==> src/hw/rtl/srp_pkg.sv <==
// Shared types, constants and the microcode table of the sideband record parser.
package srp_pkg;

    // Item kinds carried in the input sideband
    typedef enum logic [2:0] {
        FN_BEGIN     = 3'd0,
        FN_END       = 3'd1,
        FN_SETTING   = 3'd2,
        FN_INTERVENE = 3'd3,
        FN_TAKE      = 3'd4
    } t_func;

    typedef enum logic [3:0] {
        PH_IDLE      = 4'd0,
        PH_OFFICIAL  = 4'd1,
        PH_TRANSPORT = 4'd2,
        PH_SCHEMA    = 4'd3,
        PH_LIMITS    = 4'd4,
        PH_CHECKSUM  = 4'd5,
        PH_COMMIT    = 4'd6,
        PH_READY     = 4'd7,
        PH_POISONED  = 4'd8
    } t_phase;

    typedef enum logic [3:0] {
        ST_INVALID         = 4'd0,
        ST_STARTED         = 4'd1,
        ST_BOUNDARY        = 4'd2,
        ST_ENDED           = 4'd3,
        ST_NOT_SIDEBAND    = 4'd4,
        ST_INTERVENING     = 4'd5,
        ST_UNEXPECTED      = 4'd6,
        ST_UNSUPPORTED     = 4'd7,
        ST_ACCEPTED        = 4'd8,
        ST_CSUM_MISMATCH   = 4'd9,
        ST_COMMIT_MISMATCH = 4'd10,
        ST_COMMITTED       = 4'd11,
        ST_TAKEN           = 4'd12
    } t_status;

    // Configuration register indexes (byte address = 4 * index)
    localparam logic [1:0] REG_VERSION = 2'd0;
    localparam logic [1:0] REG_SCHEMA  = 2'd1;
    localparam logic [1:0] REG_LIMIT   = 2'd2;
    localparam logic [1:0] REG_BASE    = 2'd3;

    localparam logic [31:0] RST_VERSION = 32'd1;
    localparam logic [31:0] RST_SCHEMA  = 32'd65537;
    localparam logic [15:0] RST_LIMIT   = 16'd16;
    localparam logic [31:0] RST_BASE    = 32'd0;

    localparam logic [31:0] FNV_OFFSET    = 32'd2166136261;
    localparam logic [31:0] FNV_PRIME     = 32'd16777619;
    localparam logic [31:0] CHECK_DOMAIN  = 32'h574e4243;
    localparam logic [31:0] COMMIT_DOMAIN = 32'h574e4231;

    // Six words of four bytes each go through the hash
    localparam int          HASH_BYTES = 24;
    localparam logic [4:0]  HASH_LAST  = 5'(HASH_BYTES - 1);
    localparam logic [2:0]  LAST_FIELD = 3'd6;

    typedef struct packed {
        logic init;
        logic step;
    } t_fnv_ctl;

    // Microcode
    typedef enum logic [2:0] {
        UOP_FETCH  = 3'd0,
        UOP_DECODE = 3'd1,
        UOP_HINIT  = 3'd2,
        UOP_HSTEP  = 3'd3,
        UOP_HCHECK = 3'd4,
        UOP_EMIT   = 3'd5
    } t_uop;

    typedef enum logic [2:0] {
        COND_ALWAYS   = 3'd0,
        COND_IN_VALID = 3'd1,
        COND_HASH     = 3'd2,
        COND_LOOP     = 3'd3,
        COND_OUT_FREE = 3'd4
    } t_cond;

    typedef struct packed {
        t_uop       op;
        t_cond      cond;
        logic [2:0] t_true;
        logic [2:0] t_false;
    } t_uword;

    localparam logic [2:0] UA_FETCH  = 3'd0;
    localparam logic [2:0] UA_DECODE = 3'd1;
    localparam logic [2:0] UA_HINIT  = 3'd2;
    localparam logic [2:0] UA_HSTEP  = 3'd3;
    localparam logic [2:0] UA_HCHECK = 3'd4;
    localparam logic [2:0] UA_EMIT   = 3'd5;

    function automatic t_uword srp_rom(input logic [2:0] addr);
        t_uword w;
        unique case (addr)
            UA_FETCH:  w = '{UOP_FETCH,  COND_IN_VALID, UA_DECODE, UA_FETCH};
            UA_DECODE: w = '{UOP_DECODE, COND_HASH,     UA_HINIT,  UA_EMIT};
            UA_HINIT:  w = '{UOP_HINIT,  COND_ALWAYS,   UA_HSTEP,  UA_HSTEP};
            UA_HSTEP:  w = '{UOP_HSTEP,  COND_LOOP,     UA_HSTEP,  UA_HCHECK};
            UA_HCHECK: w = '{UOP_HCHECK, COND_ALWAYS,   UA_EMIT,   UA_EMIT};
            UA_EMIT:   w = '{UOP_EMIT,   COND_OUT_FREE, UA_FETCH,  UA_EMIT};
            default:   w = '{UOP_FETCH,  COND_ALWAYS,   UA_FETCH,  UA_FETCH};
        endcase
        return w;
    endfunction

    function automatic logic [31:0] rotl32(input logic [31:0] v, input int unsigned s);
        return (v << s) | (v >> (32 - s));
    endfunction

endpackage

==> src/hw/rtl/srp_fnv.sv <==
// FNV-1a byte step unit: one multiply by the prime per cycle while i_ctl.step is set.
module srp_fnv (
    input  logic               i_clk,
    input  srp_pkg::t_fnv_ctl  i_ctl,
    input  logic [7:0]         i_byte,
    output logic [31:0]        o_hash
);

    logic [31:0] r_hash;
    logic [31:0] mix;
    logic [31:0] prod;

    assign mix  = r_hash ^ {24'd0, i_byte};
    assign prod = mix * srp_pkg::FNV_PRIME;

    always_ff @(posedge i_clk) begin
        if (i_ctl.init) begin
            r_hash <= srp_pkg::FNV_OFFSET;
        end else if (i_ctl.step) begin
            r_hash <= prod;
        end
    end

    assign o_hash = r_hash;

endmodule

==> src/hw/rtl/sideband_record_parser.sv <==
// Sideband record parser: top level with microcode sequencer, datapath and ports.
//
// Parses a confirmation record sent as seven consecutive setting transactions
// (version, official epoch, transport epoch, schema word, limit, FNV-1a
// checksum, commit word) inside a packet bracketed by begin and end items, and
// hands out a committed record on a take item. Every input transaction yields
// exactly one output transaction: a status code in m_tuser and, for a take,
// the record in m_tdata (zero otherwise). The block works on one transaction
// at a time under a small microprogram: accept, decode, then emit into the
// output register. The checksum field also runs 24 byte steps through the
// single FNV multiplier plus a setup and a compare step. The next transaction
// is accepted while the previous result still waits in the output register;
// only a second result waiting on a stalled output holds the sequencer.
// Configuration goes through an APB port (registers at byte addresses 0, 4,
// 8, 12) and is meant to be written while no transaction is in flight.
module sideband_record_parser (
    input  logic        i_clk,
    input  logic        i_rst_n,
    // Input stream
    input  logic        s_tvalid,
    output logic        s_tready,
    input  logic [63:0] s_tdata,   // [31:0] index, [63:32] value
    input  logic [2:0]  s_tuser,   // [2:0] func
    // Output stream
    output logic        m_tvalid,
    input  logic        m_tready,
    output logic [95:0] m_tdata,   // [31:0] rec_official_epoch, [63:32] rec_transport_epoch,
                                   // [95:64] rec_checksum
    output logic [3:0]  m_tuser,   // [3:0] status
    // Configuration
    input  logic        psel,
    input  logic        penable,
    input  logic        pwrite,
    input  logic [3:0]  paddr,
    input  logic [31:0] pwdata,
    output logic [31:0] prdata,
    output logic        pready
);

    // ---------------------------------------------------------------------
    // Configuration registers
    // ---------------------------------------------------------------------
    logic [31:0] r_version;
    logic [31:0] r_schema;
    logic [15:0] r_limit;
    logic [31:0] r_base;
    logic        cfg_wr;

    assign pready = 1'b1;
    assign cfg_wr = psel && penable && pwrite;

    always_ff @(posedge i_clk) begin
        if (!i_rst_n) begin
            r_version <= srp_pkg::RST_VERSION;
            r_schema  <= srp_pkg::RST_SCHEMA;
            r_limit   <= srp_pkg::RST_LIMIT;
            r_base    <= srp_pkg::RST_BASE;
        end else if (cfg_wr) begin
            unique case (paddr[3:2])
                srp_pkg::REG_VERSION: r_version <= pwdata;
                srp_pkg::REG_SCHEMA:  r_schema  <= pwdata;
                srp_pkg::REG_LIMIT:   r_limit   <= pwdata[15:0];
                srp_pkg::REG_BASE:    r_base    <= pwdata;
                default: ;
            endcase
        end
    end

    always_comb begin
        unique case (paddr[3:2])
            srp_pkg::REG_VERSION: prdata = r_version;
            srp_pkg::REG_SCHEMA:  prdata = r_schema;
            srp_pkg::REG_LIMIT:   prdata = {16'd0, r_limit};
            srp_pkg::REG_BASE:    prdata = r_base;
            default:              prdata = '0;
        endcase
    end

    // ---------------------------------------------------------------------
    // Sequencer: one control word per micro-step from the table
    // ---------------------------------------------------------------------
    logic [2:0]      r_upc;
    logic [2:0]      n_upc;
    srp_pkg::t_uword uw;
    logic            cond_met;

    // Held transaction
    srp_pkg::t_func  r_func;
    logic [31:0]     r_index;
    logic [31:0]     r_value;

    // Protocol state
    srp_pkg::t_phase r_phase, n_phase;
    logic            r_open, n_open;
    logic [31:0]     r_pend_off, n_pend_off;
    logic [31:0]     r_pend_tr, n_pend_tr;
    logic [31:0]     r_pend_cs, n_pend_cs;

    // Result waiting for the output register
    srp_pkg::t_status r_res_status, n_res_status;
    logic [31:0]      r_res_off, n_res_off;
    logic [31:0]      r_res_tr, n_res_tr;
    logic [31:0]      r_res_cs, n_res_cs;

    // Output register
    logic             r_m_valid, n_m_valid;
    srp_pkg::t_status r_m_status;
    logic [31:0]      r_m_off, r_m_tr, r_m_cs;

    // Hash byte counter and unit
    logic [4:0]        r_cnt, n_cnt;
    srp_pkg::t_fnv_ctl fnv_ctl;
    logic [31:0]       hash;
    logic [31:0]       hash_word;
    logic [7:0]        hash_byte;

    logic hash_needed;
    logic out_free;

    assign uw       = srp_pkg::srp_rom(r_upc);
    assign s_tready = (uw.op == srp_pkg::UOP_FETCH);
    assign out_free = !r_m_valid || m_tready;

    // ---------------------------------------------------------------------
    // Decode of the held transaction
    // ---------------------------------------------------------------------
    logic [31:0]      off;
    logic             recog;
    logic [31:0]      commit_word;
    srp_pkg::t_status d_status;
    srp_pkg::t_phase  d_phase;
    logic             d_open;
    logic             d_clear;
    logic             d_ld_off;
    logic             d_ld_tr;
    logic             d_take;

    assign off   = r_index - r_base;
    assign recog = (off <= {29'd0, srp_pkg::LAST_FIELD});
    assign commit_word = srp_pkg::COMMIT_DOMAIN ^ srp_pkg::rotl32(r_pend_cs, 7) ^
                         srp_pkg::rotl32(r_pend_off, 13) ^ srp_pkg::rotl32(r_pend_tr, 21);

    assign hash_needed = (r_func == srp_pkg::FN_SETTING) && r_open && recog &&
                         (r_phase == srp_pkg::PH_CHECKSUM) &&
                         (off[3:0] == 4'(srp_pkg::PH_CHECKSUM));

    always_comb begin
        d_status = srp_pkg::ST_INVALID;
        d_phase  = r_phase;
        d_open   = r_open;
        d_clear  = 1'b0;
        d_ld_off = 1'b0;
        d_ld_tr  = 1'b0;
        d_take   = 1'b0;
        unique case (r_func)
            srp_pkg::FN_BEGIN: begin
                d_status = r_open ? srp_pkg::ST_BOUNDARY : srp_pkg::ST_STARTED;
                d_phase  = srp_pkg::PH_IDLE;
                d_clear  = 1'b1;
                d_open   = 1'b1;
            end
            srp_pkg::FN_END: begin
                if (r_open) begin
                    d_status = (r_phase == srp_pkg::PH_IDLE) ? srp_pkg::ST_ENDED
                                                             : srp_pkg::ST_BOUNDARY;
                    d_phase  = srp_pkg::PH_IDLE;
                    d_clear  = 1'b1;
                    d_open   = 1'b0;
                end
            end
            srp_pkg::FN_SETTING: begin
                if (r_open) begin
                    priority if (!recog) begin
                        if (r_phase != srp_pkg::PH_IDLE) begin
                            d_phase  = srp_pkg::PH_POISONED;
                            d_clear  = 1'b1;
                            d_status = srp_pkg::ST_INTERVENING;
                        end else begin
                            d_status = srp_pkg::ST_NOT_SIDEBAND;
                        end
                    end else if (r_phase == srp_pkg::PH_POISONED ||
                                 r_phase == srp_pkg::PH_READY) begin
                        d_phase  = srp_pkg::PH_POISONED;
                        d_clear  = 1'b1;
                        d_status = srp_pkg::ST_UNEXPECTED;
                    end else if (off[2:0] == 3'd0) begin
                        d_clear = 1'b1;
                        priority if (r_phase != srp_pkg::PH_IDLE) begin
                            d_phase  = srp_pkg::PH_POISONED;
                            d_status = srp_pkg::ST_UNEXPECTED;
                        end else if (r_value != r_version) begin
                            d_phase  = srp_pkg::PH_POISONED;
                            d_status = srp_pkg::ST_UNSUPPORTED;
                        end else begin
                            d_phase  = srp_pkg::PH_OFFICIAL;
                            d_status = srp_pkg::ST_ACCEPTED;
                        end
                    end else if ({1'b0, off[2:0]} != r_phase) begin
                        d_phase  = srp_pkg::PH_POISONED;
                        d_clear  = 1'b1;
                        d_status = srp_pkg::ST_UNEXPECTED;
                    end else begin
                        unique case (r_phase)
                            srp_pkg::PH_OFFICIAL: begin
                                d_ld_off = 1'b1;
                                d_phase  = srp_pkg::PH_TRANSPORT;
                                d_status = srp_pkg::ST_ACCEPTED;
                            end
                            srp_pkg::PH_TRANSPORT: begin
                                d_ld_tr  = 1'b1;
                                d_phase  = srp_pkg::PH_SCHEMA;
                                d_status = srp_pkg::ST_ACCEPTED;
                            end
                            srp_pkg::PH_SCHEMA: begin
                                if (r_value != r_schema) begin
                                    d_phase  = srp_pkg::PH_POISONED;
                                    d_clear  = 1'b1;
                                    d_status = srp_pkg::ST_UNSUPPORTED;
                                end else begin
                                    d_phase  = srp_pkg::PH_LIMITS;
                                    d_status = srp_pkg::ST_ACCEPTED;
                                end
                            end
                            srp_pkg::PH_LIMITS: begin
                                if (r_value != {16'd0, r_limit}) begin
                                    d_phase  = srp_pkg::PH_POISONED;
                                    d_clear  = 1'b1;
                                    d_status = srp_pkg::ST_UNSUPPORTED;
                                end else begin
                                    d_phase  = srp_pkg::PH_CHECKSUM;
                                    d_status = srp_pkg::ST_ACCEPTED;
                                end
                            end
                            srp_pkg::PH_COMMIT: begin
                                if (r_pend_off == '0 || r_pend_tr == '0 ||
                                    r_value != commit_word) begin
                                    d_phase  = srp_pkg::PH_POISONED;
                                    d_clear  = 1'b1;
                                    d_status = srp_pkg::ST_COMMIT_MISMATCH;
                                end else begin
                                    d_phase  = srp_pkg::PH_READY;
                                    d_status = srp_pkg::ST_COMMITTED;
                                end
                            end
                            // Checksum field: settled by the hash steps
                            default: ;
                        endcase
                    end
                end
            end
            srp_pkg::FN_INTERVENE: begin
                if (r_open) begin
                    if (r_phase == srp_pkg::PH_IDLE) begin
                        d_status = srp_pkg::ST_NOT_SIDEBAND;
                    end else begin
                        d_phase  = srp_pkg::PH_POISONED;
                        d_clear  = 1'b1;
                        d_status = srp_pkg::ST_INTERVENING;
                    end
                end
            end
            srp_pkg::FN_TAKE: begin
                if (r_open && r_phase == srp_pkg::PH_READY) begin
                    d_take   = 1'b1;
                    d_phase  = srp_pkg::PH_IDLE;
                    d_clear  = 1'b1;
                    d_status = srp_pkg::ST_TAKEN;
                end
            end
            default: ;
        endcase
    end

    // ---------------------------------------------------------------------
    // Hash byte feed: word by counter[4:2], little-endian byte by counter[1:0]
    // ---------------------------------------------------------------------
    always_comb begin
        unique case (r_cnt[4:2])
            3'd0:    hash_word = srp_pkg::CHECK_DOMAIN;
            3'd1:    hash_word = r_version;
            3'd2:    hash_word = r_pend_off;
            3'd3:    hash_word = r_pend_tr;
            3'd4:    hash_word = r_schema;
            3'd5:    hash_word = {16'd0, r_limit};
            default: hash_word = '0;
        endcase
    end

    assign hash_byte    = hash_word[{r_cnt[1:0], 3'b000} +: 8];
    assign fnv_ctl.init = (uw.op == srp_pkg::UOP_HINIT);
    assign fnv_ctl.step = (uw.op == srp_pkg::UOP_HSTEP);

    srp_fnv u_fnv (
        .i_clk  (i_clk),
        .i_ctl  (fnv_ctl),
        .i_byte (hash_byte),
        .o_hash (hash)
    );

    // ---------------------------------------------------------------------
    // Branch condition and datapath next values
    // ---------------------------------------------------------------------
    always_comb begin
        unique case (uw.cond)
            srp_pkg::COND_ALWAYS:   cond_met = 1'b1;
            srp_pkg::COND_IN_VALID: cond_met = s_tvalid;
            srp_pkg::COND_HASH:     cond_met = hash_needed;
            srp_pkg::COND_LOOP:     cond_met = (r_cnt != srp_pkg::HASH_LAST);
            srp_pkg::COND_OUT_FREE: cond_met = out_free;
            default:                cond_met = 1'b1;
        endcase
        n_upc = cond_met ? uw.t_true : uw.t_false;
    end

    always_comb begin
        n_phase      = r_phase;
        n_open       = r_open;
        n_pend_off   = r_pend_off;
        n_pend_tr    = r_pend_tr;
        n_pend_cs    = r_pend_cs;
        n_res_status = r_res_status;
        n_res_off    = r_res_off;
        n_res_tr     = r_res_tr;
        n_res_cs     = r_res_cs;
        n_cnt        = r_cnt;
        n_m_valid    = r_m_valid;
        if (r_m_valid && m_tready) begin
            n_m_valid = 1'b0;
        end
        unique case (uw.op)
            srp_pkg::UOP_DECODE: begin
                n_phase      = d_phase;
                n_open       = d_open;
                n_res_status = d_status;
                n_res_off    = d_take ? r_pend_off : '0;
                n_res_tr     = d_take ? r_pend_tr  : '0;
                n_res_cs     = d_take ? r_pend_cs  : '0;
                if (d_clear) begin
                    n_pend_off = '0;
                    n_pend_tr  = '0;
                    n_pend_cs  = '0;
                end
                if (d_ld_off) begin
                    n_pend_off = r_value;
                end
                if (d_ld_tr) begin
                    n_pend_tr = r_value;
                end
            end
            srp_pkg::UOP_HINIT: n_cnt = '0;
            srp_pkg::UOP_HSTEP: n_cnt = r_cnt + 5'd1;
            srp_pkg::UOP_HCHECK: begin
                if (r_value != hash) begin
                    n_phase      = srp_pkg::PH_POISONED;
                    n_pend_off   = '0;
                    n_pend_tr    = '0;
                    n_pend_cs    = '0;
                    n_res_status = srp_pkg::ST_CSUM_MISMATCH;
                end else begin
                    n_phase      = srp_pkg::PH_COMMIT;
                    n_pend_cs    = hash;
                    n_res_status = srp_pkg::ST_ACCEPTED;
                end
            end
            srp_pkg::UOP_EMIT: begin
                if (out_free) begin
                    n_m_valid = 1'b1;
                end
            end
            default: ;
        endcase
    end

    // Control state
    always_ff @(posedge i_clk) begin
        if (!i_rst_n) begin
            r_upc      <= srp_pkg::UA_FETCH;
            r_phase    <= srp_pkg::PH_IDLE;
            r_open     <= 1'b0;
            r_m_valid  <= 1'b0;
            r_pend_off <= '0;
            r_pend_tr  <= '0;
            r_pend_cs  <= '0;
        end else begin
            r_upc      <= n_upc;
            r_phase    <= n_phase;
            r_open     <= n_open;
            r_m_valid  <= n_m_valid;
            r_pend_off <= n_pend_off;
            r_pend_tr  <= n_pend_tr;
            r_pend_cs  <= n_pend_cs;
        end
    end

    // Payload registers
    always_ff @(posedge i_clk) begin
        r_cnt        <= n_cnt;
        r_res_status <= n_res_status;
        r_res_off    <= n_res_off;
        r_res_tr     <= n_res_tr;
        r_res_cs     <= n_res_cs;
        if (s_tvalid && s_tready) begin
            r_func  <= srp_pkg::t_func'(s_tuser);
            r_index <= s_tdata[31:0];
            r_value <= s_tdata[63:32];
        end
        if (uw.op == srp_pkg::UOP_EMIT && out_free) begin
            r_m_status <= r_res_status;
            r_m_off    <= r_res_off;
            r_m_tr     <= r_res_tr;
            r_m_cs     <= r_res_cs;
        end
    end

    assign m_tvalid = r_m_valid;
    assign m_tuser  = r_m_status;
    assign m_tdata  = {r_m_cs, r_m_tr, r_m_off};

endmodule

==> config.mk <==
export PLATFORM = sky130hd
export DESIGN_NAME = sideband_record_parser
export DESIGN_NICKNAME = d
export VERILOG_FILES = /design/src/hw/rtl/srp_pkg.sv /design/src/hw/rtl/srp_fnv.sv /design/src/hw/rtl/sideband_record_parser.sv
export SDC_FILE = /design/constraint.sdc
export NUM_CORES = 1
export LEC_CHECK = 0
export ABC_AREA = 0
export ABC_CLOCK_PERIOD_IN_PS = 9750
export BUFFER_PORTS_ARGS = -buffer_cell sky130_fd_sc_hd__buf_2
export CAP_MARGIN = 20
export CORE_MARGIN = 2
export CORE_UTILIZATION = 34
export CTS_CLUSTER_DIAMETER = 60
export DETAILED_ROUTE_END_ITERATION = 12
export HOLD_SLACK_MARGIN = 0.05
export PLACE_DENSITY_LB_ADDON = 0.1
export SLEW_MARGIN = 20
export SYNTH_ARGS = -nofsm -noshare
export SYNTH_HDL_FRONTEND = slang
export SYNTH_HIERARCHICAL = 1
export SYNTH_SLANG_ARGS = --single-unit
==> constraint.sdc <==
create_clock -name i_clk -period 9.75 [get_ports i_clk]
set_input_delay 1.4625 -clock i_clk [delete_from_list [all_inputs] [get_ports i_clk]]
set_output_delay 1.4625 -clock i_clk [all_outputs]
set_load 0.01 [all_outputs]
* Yosys cells after proc, flatten, opt, wreduce, memory -nomap -nowiden
Cells that the tools add are included.
** Operators by class
- Add/subtract/negate cells :: 2
- $mul :: 1
- Divide/modulo/power cells :: 0
- $lt $le $gt $ge :: 1
- Eq/ne operators :: 54
- Shift operators :: 1
- Mux-type cells :: 88
- Bitwise operators :: 7
- Reductions and logical operators :: 38
** Operator list (count)
- 32-bit one-hot mux with 2 select lines :: 3
- 32-bit one-hot mux with 6 select lines :: 1
- 32-bit two-way mux :: 5
- 32-bit != test :: 4
- 32-bit one-hot mux with 4 select lines :: 1
- 4-bit two-way mux :: 26
- 12-bit one-hot mux with 6 select lines :: 1
- 32-bit zero test :: 2
- 32-bit bitwise XOR :: 2
- 4-bit one-hot mux with 5 select lines :: 3
- 1-bit two-way mux :: 36
- 32-bit by 3-bit less-or-equal comparator with 1-bit output, second input constant :: 1
- 32-bit by 25-bit multiplier with 32-bit output, second input constant :: 1
- 32-bit by 16-bit != test with 1-bit output :: 1
- 32-bit by 13-bit OR with 32-bit output :: 1
- 32-bit by 21-bit OR with 32-bit output :: 1
- 32-bit by 7-bit OR with 32-bit output :: 1
- 32-bit by 6-bit indexed part select with 8-bit output :: 1
- 32-bit subtractor :: 1
- 32-bit by 8-bit bitwise XOR with 32-bit output :: 1
- 3-bit by 2-bit == test with 1-bit output, second input constant :: 10
- 3-bit == test, second input constant :: 8
- 3-bit != test, second input constant :: 7
- 4-bit by 3-bit == test with 1-bit output, second input constant :: 5
- 35 further kinds :: 69
** Storage, ports and cells
- Register bits after elaboration :: 521
- Latch bits :: 0
- RAM bits :: 0
- ROM bits :: 0
- Output and inout bits :: 135
- Word-level logic and storage cells :: 216
- Memories kept :: 0

* Depth between registers and ports, before layout
- Depth after elaboration :: 17
- Mapped depth :: 32
- Gate-level depth less buffers :: 30

* Modules after synthesis
Netlist, hierarchy kept.
** Modules (own cells, without submodules)
- sideband_record_parser :: times used 1, cells each 2276, area each 24124.4 µm², seq. area each 12512.0 µm²
- srp_fnv :: times used 1, cells each 759, area each 6954.2 µm², seq. area each 640.6 µm²

* Worst setup path after synthesis
No wires, ideal clock.
- Path kind :: input port to flip-flop
- Start :: input m_tready
- End :: register r_m_status[0] (netlist: m_tuser[0]) (enable)
- Setup time :: 0.682 ns
- Arrival time :: 8.315 ns
- Required time :: 9.068 ns
- Setup slack :: 0.753 ns
- Stages on the path :: 2
- Buffers on the path :: 0
- Cell sequence :: nor2b_1 nor3_1
** On the way
- Cells in the longest elaborated chain, start to end :: 2
** RTL lines
- start, declared :: RTL line sideband_record_parser.sv:26 : input logic m_tready,
- 1-bit logical OR :: RTL line sideband_record_parser.sv:122 : assign out_free = !r_m_valid || m_tready;
- 1-bit logical AND :: RTL line sideband_record_parser.sv:407 : if (uw.op == srp_pkg::UOP_EMIT && out_free) begin
- end signal, assigned :: RTL line sideband_record_parser.sv:408 : r_m_status <= r_res_status;
- end, declared :: RTL line sideband_record_parser.sv:107 : srp_pkg::t_status r_m_status;
Every way passes these cells.
A chain may end at the register's enable or synchronous reset.

* Worst setup path after layout
- Start :: register r_cnt[4]
- End :: register u_fnv.r_hash[29] (netlist: u_fnv/o_hash[29])
** On the way
- Cells in the longest elaborated chain, start to end :: 5
- Elaborated cells between the ends (all ways) :: 10
- Classes of those cells :: mul (1); eq/ne (5); shift (1); mux (1); bitwise (1); reduce/logical (1)
** RTL lines
- start, declared :: RTL line sideband_record_parser.sv:111 : logic [4:0] r_cnt, n_cnt;
- start signal, assigned :: RTL line sideband_record_parser.sv:397 : r_cnt <= n_cnt;
- 3-bit == test, or another cell as far along :: RTL line sideband_record_parser.sv:278 : unique case (r_cnt[4:2])
- 32-bit one-hot mux with 6 select lines * :: RTL line sideband_record_parser.sv:278
- 32-bit by 6-bit indexed part select with 8-bit output * :: RTL line sideband_record_parser.sv:289 : assign hash_byte = hash_word[{r_cnt[1:0], 3'b000} +: 8];
- via hash_byte[1] :: RTL line sideband_record_parser.sv:115 : logic [7:0] hash_byte;
- 32-bit by 8-bit bitwise XOR with 32-bit output * :: RTL line srp_fnv.sv:13 : assign mix = r_hash ^ {24'd0, i_byte};
- 32-bit by 25-bit multiplier with 32-bit output * :: RTL line srp_fnv.sv:14 : assign prod = mix * srp_pkg::FNV_PRIME;
- end signal, assigned :: RTL line srp_fnv.sv:18 : r_hash <= srp_pkg::FNV_OFFSET;
- end signal, assigned :: RTL line srp_fnv.sv:20 : r_hash <= prod;
- end, declared :: RTL line srp_fnv.sv:9 : logic [31:0] r_hash;
The timed path passes the listed nets; every way through them passes the cells marked *.

==> impl_metrics.csv <==
group,metric,value,unit
status,status,"complete, no violations",
floorplanning,die_height,306,µm
placement,port_buffers,241,
logic_synthesis,muxShareOfSynthArea,3.52,%
timing,final_max_slew_viol_count,0,
global_routing,grt_pass1_wl,163,mm
critical_path,crit_required,10.33,ns
floorplanning,coreArea,90300,µm²
clocking,cts.path.max_buffers,3,
logic_synthesis,postSynthCellCount,3035,
detailed_routing,final_antenna_net_count,0,
placement,hpwl,86.8,mm
global_routing,grt_pass1_vias,23500,
critical_path,crit_family,"adder cells",
floorplanning,die-area,93800,µm²
logic_synthesis,syn_area,31100,µm²
logic_synthesis,synth_fa_ha_area_share,13.4,%
clocking,htreeDepth,3,
cells_and_area,multi_input_area,16300,µm²
logic_synthesis,synth_compound_area_share,14.3,%
timing,fmax,119,MHz
timing,grt_setup_unrepaired,"false",
cells_and_area,fillers,8864,
logic_synthesis,synth_seq_cells,521,
logic_synthesis,synth_xor_area_share,7.75,%
global_routing,grt_util_met1,32.3,%
global_routing,busiest_layer,"met2",
floorplanning,start_util,34.4,%
logic_synthesis,ys_warn_count,6,
detailed_routing,via_per_inst,5.39,
clocking,post_cts_resized,0,
global_routing,antenna_found_initial,5,
timing,setup_violations,0,
detailed_routing,drc,0,
global_routing,overflow,0,
critical_path,r2r-start,"r_cnt[4]$_SDFFCE_PN0P_",
detailed_routing,post_drt_wl_per_cell,25.6,µm
cells_and_area,nNetsFinal,3593,
worst_hold_path,hold-path-cell-count,0,
clocking,cts_sinks,521,
cells_and_area,drive_above_1_share,13.8,%
global_routing,use_met2,38.2,%
timing,tightest_slew,1.07,ns
logic_synthesis,synth.area.top_cells,"edfxtp_1 (26%), dfxtp_1 (16%), ha_1 (8.6%)",
logic_synthesis,syn_nets,3434,
clocking,clk_latency,0.64,ns
timing,finalHoldViolCount,0,
logic_synthesis,synthSimpleGateAreaFrac,13.2,%
timing,clock_skew,0.0253,ns
critical_path,crit_path_frequent_cell,"ha_1",
critical_path,start_kind,"flop",
global_routing,track_usage,23.7,%
critical_path,reg2reg_slack,1.34,ns
clocking,cts_buffers,67,
critical_path,max_stage_delay,0.78,ns
critical_path,worstPathMaxFanout,13,
timing,fin_crit,8.41,ns
critical_path,end_kind,"flop",
critical_path,r2r_cells,25,
logic_synthesis,synth_top_area_share,26.3,%
cells_and_area,regArea,13200,µm²
worst_hold_path,hold_path_class,"reg -> reg",
logic_synthesis,syn_avg_cell_area,10.2,µm²
detailed_routing,wl,113,mm
worst_hold_path,hold_end,"r_m_cs[22]$_DFFE_PP_",
logic_synthesis,synth-main-ff-cell,"edfxtp_1",
clocking,cts_hold_buf,0,
worst_hold_path,worst_hold_startpoint,"r_res_cs[22]$_SDFFCE_PN0P_",
global_routing,use_met3,3.44,%
logic_synthesis,synth_seq_area_share,42.3,%
timing,relSlewSlack,28.7,%
logic_synthesis,synth_top_family_by_area,"compound AO/OA/AOI/OAI gates",
critical_path,crit_buf_inv,3,
clocking,clk_pin_slew,0.06,ns
logic_synthesis,async_flop_share,0,%
clocking,cts_tree,"done",
placement,gp_congestion,0.910,
clocking,cts_root_buffer,"clkbuf_16",
logic_synthesis,yosysTopAreaCell,"edfxtp_1",
detailed_routing,vias,23800,
run,max_cap_viol_count,0,
floorplanning,fp.dieW,306,µm
clocking,post_cts_buffers,0,
detailed_routing,firstDrtPassIters,6,
timing,setup_tns,0,ns
logic_synthesis,yosysUniqueCellTypes,96,
global_routing,grt_start_max_net_pins,116,
logic_synthesis,synth_edf_count,272,
critical_path,reg2reg_to,"u_fnv/o_hash[29]$_SDFFE_PP0P_",
cells_and_area,area_growth,14.1,%
detailed_routing,drtIter0Drc,1885,
floorplanning,io_pins,245,
critical_path,worstSetupPathType,"reg -> reg",
critical_path,slowest_stage,"nor2_1",
critical_path,critPathArrivalTime,8.99,ns
floorplanning,row_count,110,
timing,min_period_over_period,86.3,%
placed cells by master, fill, tap and decap left out, types with 14 or more instances in the layout:
cell,count
nor3_1,25
clkbuf_16,70
buf_4,37
o21ai_0,66
and3_1,15
and2_1,112
nor2_1,115
or3_1,15
o21a_1,15
nand4_1,43
a21oi_1,106
mux2i_1,65
ha_1,214
a22o_1,97
edfxtp_1,272
mux4_2,17
nand2_1,327
nand2b_1,14
dfxtp_1,249
nor4_1,49
fa_1,75
nor2b_1,20
a21o_1,20
o221ai_1,14
xor2_1,133
nand3_1,34
a21boi_0,117
xnor2_1,142
inv_1,228
o22ai_1,29
buf_2,241
a211oi_1,17
per-layer routing:
layer,up-vias,part of all wire [%]
met5,-,0.0097
met4,2,3.9
met3,194,4.9
met2,752,46
met1,11800,45
li1,11100,-
synthesized netlist by cell type, types with 27 or more instances:
cell,count
mux2i_1,65
nand4_1,43
nand2_1,327
nor4_1,49
fa_1,75
xor2_1,133
nand3_1,34
inv_1,228
ha_1,214
nor3_1,27
dfxtp_1,249
nor2_1,117
and2_1,114
a22o_1,97
edfxtp_1,272
a21oi_1,106
o21ai_0,66
clkbuf_1,144
xnor2_1,142
a21boi_0,117
o22ai_1,29
sequential cells by signal, indices dropped and copies added, names as in the netlist, 32 cells and up:
| register | count |
|---|---|
| r_res_cs | 32 |
| r_m_off | 32 |
| r_m_tr | 32 |
| r_pend_cs | 32 |
| r_schema | 32 |
| r_index | 32 |
| r_base | 32 |
| r_version | 32 |
| r_m_cs | 32 |
| r_value | 32 |
| r_pend_tr | 32 |
| r_res_off | 32 |
| r_pend_off | 32 |
| u_fnv/o_hash | 32 |
| r_res_tr | 32 |
per-stage QoR:
step,std cells,area [µm²],hold slack (ns),setup slack [ns],util (%)
6_report,4421,35500,0.415,1.34,39.3
5_1_grt,4419,35500,0.423,1.03,39.3
4_1_cts,4418,35500,0.417,1.41,39.3
3_5_place_dp,4300,33300,0.405,1.48,36.8
3_3_place_gp,4300,33300,0.408,1.52,36.8
2_1_floorplan,3035,31100,0.400,0.753,-
kinds of logic (layout without fill, tap and decap cells):
group | Yosys count | count (layout)
fa+ha+maj | 289 | 289
compound gates | 616 | 616
flops | 521 | 521
simple gates | 828 | 828
buf+inv | 418 | 626
mux | 87 | 87
xor+xnor | 275 | 275
other cells | 1 | 3
worst max path at each step:
stage / from / endpoint / slack [ns] / depth (start not counted)
after floorplan: m_tready / m_tuser[0]$_DFFE_PP_ / 0.75 / 2
after CTS: r_cnt[4]$_SDFFCE_PN0P_ / u_fnv/o_hash[29]$_SDFFE_PP0P_ / 1.41 / 25
after global routing: r_cnt[4]$_SDFFCE_PN0P_ / u_fnv/o_hash[29]$_SDFFE_PP0P_ / 1.03 / 25
after detailed placement: r_cnt[4]$_SDFFCE_PN0P_ / u_fnv/o_hash[29]$_SDFFE_PP0P_ / 1.48 / 25
after global placement: r_cnt[4]$_SDFFCE_PN0P_ / u_fnv/o_hash[29]$_SDFFE_PP0P_ / 1.52 / 24
final: r_cnt[4]$_SDFFCE_PN0P_ / u_fnv/o_hash[29]$_SDFFE_PP0P_ / 1.34 / 25
area by class of cell:
cell class              instances  area share, %
diodes                          2         0.0141
clock buffers                  87           5.23
clock inverters                31          0.938
inverters                     229           2.43
multi-input cells            2096           45.9
flip-flops and latches        521           37.1
well taps                    1176           4.15
repair buffers                279           4.24
Power is not shown: default switching activity piles up to over one toggle a cycle in this logic, so the estimate is an artifact.
